[src/jsu_pkg.sv]
// Shared types and constants for the JSON string unescaper.
package jsu_pkg;

    localparam int FIFO_DEPTH_DEF = 4;

    // One queued result group: one to four beats, bytes[0] goes out first.
    typedef struct packed {
        logic [3:0][7:0] bytes;
        logic [1:0]      nlast;   // index of the final beat
        logic [3:0]      status;
    } t_cmd;

endpackage

[src/jsu_front.sv]
// Front end: parses text bytes and queues UTF-8 byte groups or status beats.
module jsu_front (
    input  logic          i_clk,
    input  logic          i_rst_n,
    input  logic          i_fire,
    input  logic [7:0]    i_byte,
    input  logic          i_eot,
    output logic          o_push,
    output jsu_pkg::t_cmd o_cmd
);

    localparam logic [2:0] PH_IDLE    = 3'd0;
    localparam logic [2:0] PH_BODY    = 3'd1;
    localparam logic [2:0] PH_ESC     = 3'd2;
    localparam logic [2:0] PH_HEX1    = 3'd3;
    localparam logic [2:0] PH_PAIR_BS = 3'd4;
    localparam logic [2:0] PH_PAIR_U  = 3'd5;
    localparam logic [2:0] PH_HEX2    = 3'd6;

    localparam logic [3:0] ST_BYTE       = 4'd0;
    localparam logic [3:0] ST_DONE       = 4'd1;
    localparam logic [3:0] ST_UNTERM     = 4'd2;
    localparam logic [3:0] ST_CTRL       = 4'd3;
    localparam logic [3:0] ST_OPEN_ESC   = 4'd4;
    localparam logic [3:0] ST_BAD_ESC    = 4'd5;
    localparam logic [3:0] ST_TRUNC_U    = 4'd6;
    localparam logic [3:0] ST_NONHEX     = 4'd7;
    localparam logic [3:0] ST_HI_UNPAIR  = 4'd8;
    localparam logic [3:0] ST_HI_NONLOW  = 4'd9;
    localparam logic [3:0] ST_LONE_LOW   = 4'd10;
    localparam logic [3:0] ST_NO_QUOTE   = 4'd11;

    logic [2:0]  r_phase, n_phase;
    logic [15:0] r_acc, n_acc;
    logic [15:0] r_high, n_high;
    logic [1:0]  r_cnt, n_cnt;

    function automatic jsu_pkg::t_cmd f_single(input logic [7:0] b, input logic [3:0] st);
        jsu_pkg::t_cmd c;
        c.bytes  = '0;
        c.bytes[0] = b;
        c.nlast  = 2'd0;
        c.status = st;
        return c;
    endfunction

    function automatic jsu_pkg::t_cmd f_utf8(input logic [20:0] cp);
        jsu_pkg::t_cmd c;
        c.bytes  = '0;
        c.status = ST_BYTE;
        if (cp < 21'h80) begin
            c.bytes[0] = cp[7:0];
            c.nlast    = 2'd0;
        end else if (cp < 21'h800) begin
            c.bytes[0] = {3'b110, cp[10:6]};
            c.bytes[1] = {2'b10, cp[5:0]};
            c.nlast    = 2'd1;
        end else if (cp < 21'h10000) begin
            c.bytes[0] = {4'b1110, cp[15:12]};
            c.bytes[1] = {2'b10, cp[11:6]};
            c.bytes[2] = {2'b10, cp[5:0]};
            c.nlast    = 2'd2;
        end else begin
            c.bytes[0] = {5'b11110, cp[20:18]};
            c.bytes[1] = {2'b10, cp[17:12]};
            c.bytes[2] = {2'b10, cp[11:6]};
            c.bytes[3] = {2'b10, cp[5:0]};
            c.nlast    = 2'd3;
        end
        return c;
    endfunction

    logic       w_is_hex;
    logic [3:0] w_digit;
    logic [15:0] w_unit;

    always_comb begin
        w_is_hex = 1'b1;
        w_digit  = 4'd0;
        if (i_byte >= 8'h30 && i_byte <= 8'h39) begin
            w_digit = i_byte[3:0];
        end else if ((i_byte >= 8'h61 && i_byte <= 8'h66) ||
                     (i_byte >= 8'h41 && i_byte <= 8'h46)) begin
            w_digit = i_byte[3:0] + 4'd9;
        end else begin
            w_is_hex = 1'b0;
        end
    end

    assign w_unit = {r_acc[11:0], w_digit};

    always_comb begin
        n_phase = r_phase;
        n_acc   = r_acc;
        n_high  = r_high;
        n_cnt   = r_cnt;
        o_push  = 1'b0;
        o_cmd   = f_single(8'h00, ST_BYTE);
        unique case (r_phase)
            PH_BODY: begin
                if (i_eot) begin
                    o_push = 1'b1; o_cmd = f_single(8'h00, ST_UNTERM); n_phase = PH_IDLE;
                end else if (i_byte == 8'h22) begin
                    o_push = 1'b1; o_cmd = f_single(8'h00, ST_DONE); n_phase = PH_IDLE;
                end else if (i_byte < 8'h20) begin
                    o_push = 1'b1; o_cmd = f_single(8'h00, ST_CTRL); n_phase = PH_IDLE;
                end else if (i_byte == 8'h5C) begin
                    n_phase = PH_ESC;
                end else begin
                    o_push = 1'b1; o_cmd = f_single(i_byte, ST_BYTE);
                end
            end
            PH_ESC: begin
                n_phase = PH_BODY;
                o_push  = 1'b1;
                if (i_eot) begin
                    o_cmd = f_single(8'h00, ST_OPEN_ESC); n_phase = PH_IDLE;
                end else begin
                    case (i_byte)
                        8'h22, 8'h5C, 8'h2F: o_cmd = f_single(i_byte, ST_BYTE);
                        8'h62: o_cmd = f_single(8'h08, ST_BYTE);
                        8'h66: o_cmd = f_single(8'h0C, ST_BYTE);
                        8'h6E: o_cmd = f_single(8'h0A, ST_BYTE);
                        8'h72: o_cmd = f_single(8'h0D, ST_BYTE);
                        8'h74: o_cmd = f_single(8'h09, ST_BYTE);
                        8'h75: begin
                            o_push  = 1'b0;
                            n_phase = PH_HEX1;
                            n_acc   = '0;
                            n_cnt   = '0;
                        end
                        default: begin
                            o_cmd = f_single(8'h00, ST_BAD_ESC); n_phase = PH_IDLE;
                        end
                    endcase
                end
            end
            PH_HEX1, PH_HEX2: begin
                if (i_eot) begin
                    o_push = 1'b1; o_cmd = f_single(8'h00, ST_TRUNC_U); n_phase = PH_IDLE;
                end else if (!w_is_hex) begin
                    o_push = 1'b1; o_cmd = f_single(8'h00, ST_NONHEX); n_phase = PH_IDLE;
                end else if (r_cnt != 2'd3) begin
                    n_acc = w_unit;
                    n_cnt = r_cnt + 2'd1;
                end else begin
                    n_acc = '0;
                    n_cnt = '0;
                    if (r_phase == PH_HEX2) begin
                        o_push = 1'b1;
                        if (w_unit < 16'hDC00 || w_unit > 16'hDFFF) begin
                            o_cmd = f_single(8'h00, ST_HI_NONLOW); n_phase = PH_IDLE;
                        end else begin
                            o_cmd = f_utf8(21'h10000 + {1'b0, r_high[9:0], w_unit[9:0]});
                            n_phase = PH_BODY;
                        end
                    end else if (w_unit >= 16'hD800 && w_unit <= 16'hDBFF) begin
                        n_high  = w_unit;
                        n_phase = PH_PAIR_BS;
                    end else if (w_unit >= 16'hDC00 && w_unit <= 16'hDFFF) begin
                        o_push = 1'b1; o_cmd = f_single(8'h00, ST_LONE_LOW); n_phase = PH_IDLE;
                    end else begin
                        o_push = 1'b1; o_cmd = f_utf8({5'd0, w_unit}); n_phase = PH_BODY;
                    end
                end
            end
            PH_PAIR_BS: begin
                if (i_eot || i_byte != 8'h5C) begin
                    o_push = 1'b1; o_cmd = f_single(8'h00, ST_HI_UNPAIR); n_phase = PH_IDLE;
                end else begin
                    n_phase = PH_PAIR_U;
                end
            end
            PH_PAIR_U: begin
                if (i_eot || i_byte != 8'h75) begin
                    o_push = 1'b1; o_cmd = f_single(8'h00, ST_HI_UNPAIR); n_phase = PH_IDLE;
                end else begin
                    n_phase = PH_HEX2;
                    n_acc   = '0;
                    n_cnt   = '0;
                end
            end
            default: begin
                if (!i_eot && i_byte == 8'h22) begin
                    n_phase = PH_BODY;
                    n_acc   = '0;
                    n_cnt   = '0;
                end else begin
                    o_push = 1'b1; o_cmd = f_single(8'h00, ST_NO_QUOTE); n_phase = PH_IDLE;
                end
            end
        endcase
        if (!i_fire) begin
            o_push = 1'b0;
        end
    end

    always_ff @(posedge i_clk) begin
        if (!i_rst_n) begin
            r_phase <= PH_IDLE;
            r_acc   <= '0;
            r_high  <= '0;
            r_cnt   <= '0;
        end else if (i_fire) begin
            r_phase <= n_phase;
            r_acc   <= n_acc;
            r_high  <= n_high;
            r_cnt   <= n_cnt;
        end
    end

endmodule

[src/jsu_fifo.sv]
// Short queue of result groups between front and back ends.
module jsu_fifo #(
    parameter int DEPTH = jsu_pkg::FIFO_DEPTH_DEF
) (
    input  logic          i_clk,
    input  logic          i_rst_n,
    input  logic          i_push,
    input  jsu_pkg::t_cmd i_data,
    input  logic          i_pop,
    output jsu_pkg::t_cmd o_data,
    output logic          o_full,
    output logic          o_empty
);

    localparam int PW = (DEPTH > 1) ? $clog2(DEPTH) : 1;
    localparam int CW = $clog2(DEPTH + 1);
    localparam logic [PW-1:0] LAST_PTR = PW'(DEPTH - 1);

    jsu_pkg::t_cmd r_mem [DEPTH];
    logic [PW-1:0] r_wr, r_rd;
    logic [CW-1:0] r_count;
    logic          w_wr, w_rd;

    assign o_full  = (r_count == CW'(DEPTH));
    assign o_empty = (r_count == '0);
    assign o_data  = r_mem[r_rd];
    assign w_wr    = i_push && !o_full;
    assign w_rd    = i_pop && !o_empty;

    always_ff @(posedge i_clk) begin
        if (w_wr) begin
            r_mem[r_wr] <= i_data;
        end
    end

    always_ff @(posedge i_clk) begin
        if (!i_rst_n) begin
            r_wr    <= '0;
            r_rd    <= '0;
            r_count <= '0;
        end else begin
            if (w_wr) begin
                r_wr <= (r_wr == LAST_PTR) ? '0 : r_wr + PW'(1);
            end
            if (w_rd) begin
                r_rd <= (r_rd == LAST_PTR) ? '0 : r_rd + PW'(1);
            end
            if (w_wr && !w_rd) begin
                r_count <= r_count + CW'(1);
            end else if (w_rd && !w_wr) begin
                r_count <= r_count - CW'(1);
            end
        end
    end

endmodule

[src/jsu_back.sv]
// Back end: unpacks queued result groups into output beats.
module jsu_back (
    input  logic          i_clk,
    input  logic          i_rst_n,
    input  jsu_pkg::t_cmd i_cmd,
    input  logic          i_empty,
    output logic          o_pop,
    output logic          o_valid,
    input  logic          i_ready,
    output logic [7:0]    o_byte,
    output logic [3:0]    o_status,
    output logic          o_last
);

    jsu_pkg::t_cmd r_cur;
    logic          r_have;
    logic [1:0]    r_idx;
    logic          w_load;

    assign o_valid  = r_have;
    assign o_byte   = r_cur.bytes[r_idx];
    assign o_status = r_cur.status;
    assign o_last   = (r_idx == r_cur.nlast);
    assign w_load   = !r_have || (i_ready && o_last);
    assign o_pop    = w_load && !i_empty;

    always_ff @(posedge i_clk) begin
        if (w_load) begin
            r_cur <= i_cmd;
        end
    end

    always_ff @(posedge i_clk) begin
        if (!i_rst_n) begin
            r_have <= 1'b0;
            r_idx  <= '0;
        end else if (w_load) begin
            r_have <= !i_empty;
            r_idx  <= '0;
        end else if (i_ready) begin
            r_idx <= r_idx + 2'd1;
        end
    end

endmodule

[src/json_string_unescape_utf8.sv]
// An accepted byte is queued, then registered in the back end, then output.
// Throughput: one text byte per cycle; a \u escape yields up to four beats,
// one per cycle, and the result queue (FIFO_DEPTH groups) absorbs the burst.
// Input stalls only when the queue is full; output beats wait for i_m_tready.
// Reset (i_rst_n low, synchronous) empties the queue and returns to idle.
// Top level: JSON string body unescaper producing UTF-8 bytes and status beats.
module json_string_unescape_utf8 #(
    parameter int FIFO_DEPTH = jsu_pkg::FIFO_DEPTH_DEF
) (
    input  logic       i_clk,
    input  logic       i_rst_n,
    input  logic       i_s_tvalid,
    output logic       o_s_tready,
    input  logic [7:0] i_s_tdata,    // [7:0] text_byte
    input  logic       i_s_tuser,    // [0] end_of_text
    output logic       o_m_tvalid,
    input  logic       i_m_tready,
    output logic [7:0] o_m_tdata,    // [7:0] out_byte
    output logic [3:0] o_m_tuser,    // [3:0] status
    output logic       o_m_tlast
);

    jsu_pkg::t_cmd w_push_cmd, w_head;
    logic          w_push, w_pop, w_full, w_empty, w_fire;

    assign o_s_tready = !w_full;
    assign w_fire     = i_s_tvalid && o_s_tready;

    jsu_front u_front (
        .i_clk   (i_clk),
        .i_rst_n (i_rst_n),
        .i_fire  (w_fire),
        .i_byte  (i_s_tdata),
        .i_eot   (i_s_tuser),
        .o_push  (w_push),
        .o_cmd   (w_push_cmd)
    );

    jsu_fifo #(
        .DEPTH (FIFO_DEPTH)
    ) u_fifo (
        .i_clk   (i_clk),
        .i_rst_n (i_rst_n),
        .i_push  (w_push),
        .i_data  (w_push_cmd),
        .i_pop   (w_pop),
        .o_data  (w_head),
        .o_full  (w_full),
        .o_empty (w_empty)
    );

    jsu_back u_back (
        .i_clk    (i_clk),
        .i_rst_n  (i_rst_n),
        .i_cmd    (w_head),
        .i_empty  (w_empty),
        .o_pop    (w_pop),
        .o_valid  (o_m_tvalid),
        .i_ready  (i_m_tready),
        .o_byte   (o_m_tdata),
        .o_status (o_m_tuser),
        .o_last   (o_m_tlast)
    );

endmodule
[config.mk]
export PLATFORM = sky130hd
export DESIGN_NAME = json_string_unescape_utf8
export DESIGN_NICKNAME = d
export VERILOG_FILES = /design/src/jsu_pkg.sv /design/src/jsu_front.sv /design/src/jsu_fifo.sv /design/src/jsu_back.sv /design/src/json_string_unescape_utf8.sv
export SDC_FILE = /design/constraint.sdc
export NUM_CORES = 1
export LEC_CHECK = 0
export ABC_AREA = 1
export BUFFER_PORTS_ARGS = -buffer_cell sky130_fd_sc_hd__buf_4
export CAP_MARGIN = 10
export CORE_MARGIN = 3
export CORE_UTILIZATION = 35
export CTS_BUF_LIST = sky130_fd_sc_hd__clkbuf_8
export CTS_CLUSTER_DIAMETER = 120
export DETAILED_ROUTE_END_ITERATION = 10
export PLACE_DENSITY = 0.54
export SKIP_CTS_REPAIR_TIMING = 1
export SLEW_MARGIN = 20
export SYNTH_ARGS = -nofsm -noshare
export SYNTH_HDL_FRONTEND = slang
export SYNTH_SLANG_ARGS = --single-unit
[constraint.sdc]
create_clock -name i_clk -period 3.3 [get_ports i_clk]
set_input_delay 0.33 -clock i_clk [delete_from_list [all_inputs] [get_ports i_clk]]
set_output_delay 0.33 -clock i_clk [all_outputs]
set_load 0.01 [all_outputs]
==> impl_metrics.tcl <==
set metrics [dict create \
    die_w_um 173.8 \
    grt.total_usage_pct 16.91 \
    grt_pass1_wl_um 40390 \
    dp_cells 1394 \
    period_needed_ns 2.708 \
    grt_overflow_total 0 \
    netSwitchingPower_mw 2.364 \
    path_clk_slew_ns 0.06 \
    grt_pass1_vias 7266 \
    drtIter0Drc 659 \
    power_density_mw_per_mm2 672.9 \
    async_reset_ff_share_pct 0 \
    cts_sinks 207 \
    vdd_drop_max_uv 383.6 \
    hpwl_um 17200 \
    clock_latency_ns 0.53 \
    path_delay_family "simple AND/OR/NAND/NOR gates" \
    cts_tree "yes" \
    synth_edf_count 170 \
    synthTopCellsByArea "edfxtp_1 52%, dfxtp_1 7.5%, nor2_1 6.0%" \
    yosysUniqueCellTypes 51 \
    finalHoldViolCount 0 \
    critical_path_class "register to register" \
    cts-buffers-inserted 37 \
    setup_ws_ns 0.5920 \
    power.leakage_nw 4.091 \
    vias_per_cell 5.105 \
    final_nets 1087 \
    p_clk_share_pct 29.7 \
    drive_above_1_share_pct 14.50 \
    drt-pass1-iter-count 5 \
    initial_utilization_pct 36.06 \
    intPower_mw 5.208 \
    cp-end-kind "register" \
    synth_area_per_cell_um2 9.679 \
    critical_path.max_stage_delay_ns 0.43 \
    clock_path_buffers 3 \
    io_buffers 27 \
    num_antenna_cells 0 \
    dieArea_mm2 0.03020 \
    routabilityCongestion 0.9273 \
    antenna_found_initial 0 \
    hold_class "input pin to register" \
    coreArea_mm2 0.02733 \
    hold_depth 3 \
    yosysWarnings 0 \
    rows 60 \
    dp_slack_ns 0.3508 \
    ys_ff_latch 207 \
    worst_slew_pin_slew_ns 0.8513 \
    rr_worst_depth 15 \
    synth-seq-area-share_pct 59.33 \
    drc 0 \
    pwr-share-seq_pct 47.1 \
    ios 28 \
    maxCapViolations 0 \
    crit_arrival_ns 3.12 \
    wl_per_cell_um 17.51 \
    p_sw_share_pct 31.22 \
    ctsHtreeMaxLevel 2 \
    combPwrFrac_pct 23.2 \
    finalMaxSlewViolations 0 \
    fin_skew_ns 0.02415 \
    crit_chain "nand2_1, nor2_1, inv_1, o21ai_1, nor2_1, nand2_1, nand2_1, inv_1, ha_1, inv_1, fa_1, a21oi_1, o21ai_0, o21ai_0, a21oi_1" \
    clock_tree.root_cell "clkbuf_8" \
    cp.required_ns 3.71 \
    synth_top_cell_area_share_pct 51.81 \
    fmax_mhz 369.3 \
    critical_path_depth 15 \
    period_share_pct 82.06 \
    slew_headroom_pct 42.53 \
    grt_setup_unrepaired "false" \
    cp_max_fo 5 \
    yosysTopAreaCell "edfxtp_1" \
    crit_path_start_kind "register" \
    syn2layout_area_growth_pct 14.21 \
    setup_viol 0 \
    synthCells 1018 \
    synth.cell_area_mm2 0.009853 \
    stdcell_count 1462 \
    grt_max_degree 71 \
    wl_um 25600 \
    ys.flop_type "edfxtp_1" \
    cpMaxStageDelayCell "dfxtp_1" \
    status "completed" \
    ant_nets 0 \
    crit_buf_inv 3 \
    syn_nets 1044 \
    dieHeight_um 173.8 \
    via_count 7464 \
]
-- final cells by class --
cell class	instances	area, µm²
Inverter	99	376.6
Multi-Input combinational cell	672	3470
Fill cell	2718	16070
Clock buffer	44	605.6
Sequential cell	207	5847
Tap cell	372	465.4
Clock inverter	24	108.9
Timing Repair Buffer	44	380.4
-- logic make-up after synthesis --
| kind of cell | share of synthesized area (%) |
|---|---|
| AO/OA/AOI/OAI | 13.80 |
| flip-flops | 59.33 |
| buffers and inverters | 5.790 |
| adder cells (fa/ha/maj) | 1.727 |
| AND/OR/NAND/NOR | 19.10 |
| XOR/XNOR | 0.2540 |
-- sequential cells by signal, indices dropped and copies added (netlist names) --
signal and flops:
u_front.r_acc 12, u_front.r_cnt 2, u_fifo.r_mem 136, u_back.o_status 4, u_front.r_high 10, u_back.r_idx 2
u_front.r_phase 3, u_fifo.r_wr 2, u_back.o_valid 1, u_back.r_cur 30, u_fifo.r_count 3, u_fifo.r_rd 2
-- tightest hold or removal path, cell delays in order --
cell and delay [ns]:
buf_4 0.12, nor2_1 0.08, nor3_1 0.05
-- routing by layer --
metal  part of all wire (%)  vias up  global-route usage, %  wire [µm]
met1                     45     3538                  22.85      11520
li1                       -     3648                      -          -
met4                    3.0        0                  5.697        777
met3                    5.9       54                  3.373       1501
met2                     46      224                  27.31      11810
met5                      0        -                      0          0
-- power by group through the flow --
| stage | logic (mW) | registers, mW | clock network, mW |
|---|---|---|---|
| 6_report | 1.76 | 3.56 | 2.25 |
| 5_1_grt | 2.02 | 3.60 | 2.45 |
| 4_1_cts | 1.81 | 3.57 | 2.32 |
| 3_5_place_dp | 1.80 | 3.62 | 0 |
| 3_3_place_gp | 1.79 | 3.62 | 0 |
| 2_1_floorplan | 1.16 | 3.55 | 0 |
-- path summary, 6_finish.rpt --
check | slack (ns) | end | start
worst max-delay path | 0.59 | u_fifo.r_count[2] | u_front.r_phase[2]
worst max register to register | 0.59 | u_fifo.r_count[2] | u_front.r_phase[2]
worst min register to register | 0.48 | u_front.r_high[7] | u_front.r_high[7]
worst min-delay path | 0.11 | u_back.r_idx[0] | i_m_tready
-- stage by stage --
step           utilization [%]  instance area (µm²)  hold WS, ns  power [mW]  TNS (ns)
3_5_place_dp             38.57                10540       0.4755       5.426         0
2_1_floorplan                -                 9853       0.4445       4.713    -16.70
6_report                 41.18                11250       0.1142       7.572         0
4_1_cts                  41.18                11250      0.08530       7.698         0
5_1_grt                  41.18                11250      0.08982       8.068         0
3_3_place_gp             38.57                10540       0.4593       5.407         0
-- synthesized netlist by cell type (6+ instances only) --
cell type and number:
o21ai_0 112, o22ai_1 48, nor2_2 10, clkbuf_1 25
inv_1 83, dfxtp_1 37, nand4_1 10, edfxtp_1 170
nor3_1 11, nand3_1 44, ha_1 12, nand2_1 149
nor2_4 6, buf_4 6, a21oi_1 44, nor2_1 158
inv_2 11, nand3_2 6, o21ai_1 12
-- cell usage in the layout (no fill, tap or decap), types with 11 or more instances in the layout --
cell	netlist	layout
edfxtp_1	170	170
nor2_1	158	154
nand2_1	149	148
o21ai_0	112	112
inv_1	83	93
o22ai_1	48	48
nand3_1	44	44
a21oi_1	44	44
clkbuf_8	0	44
buf_4	6	40
dfxtp_1	37	36
inv_2	11	12
o21ai_1	12	12
ha_1	12	12
nor3_1	11	11
Note: power is estimated with default switching activity, not from simulation.
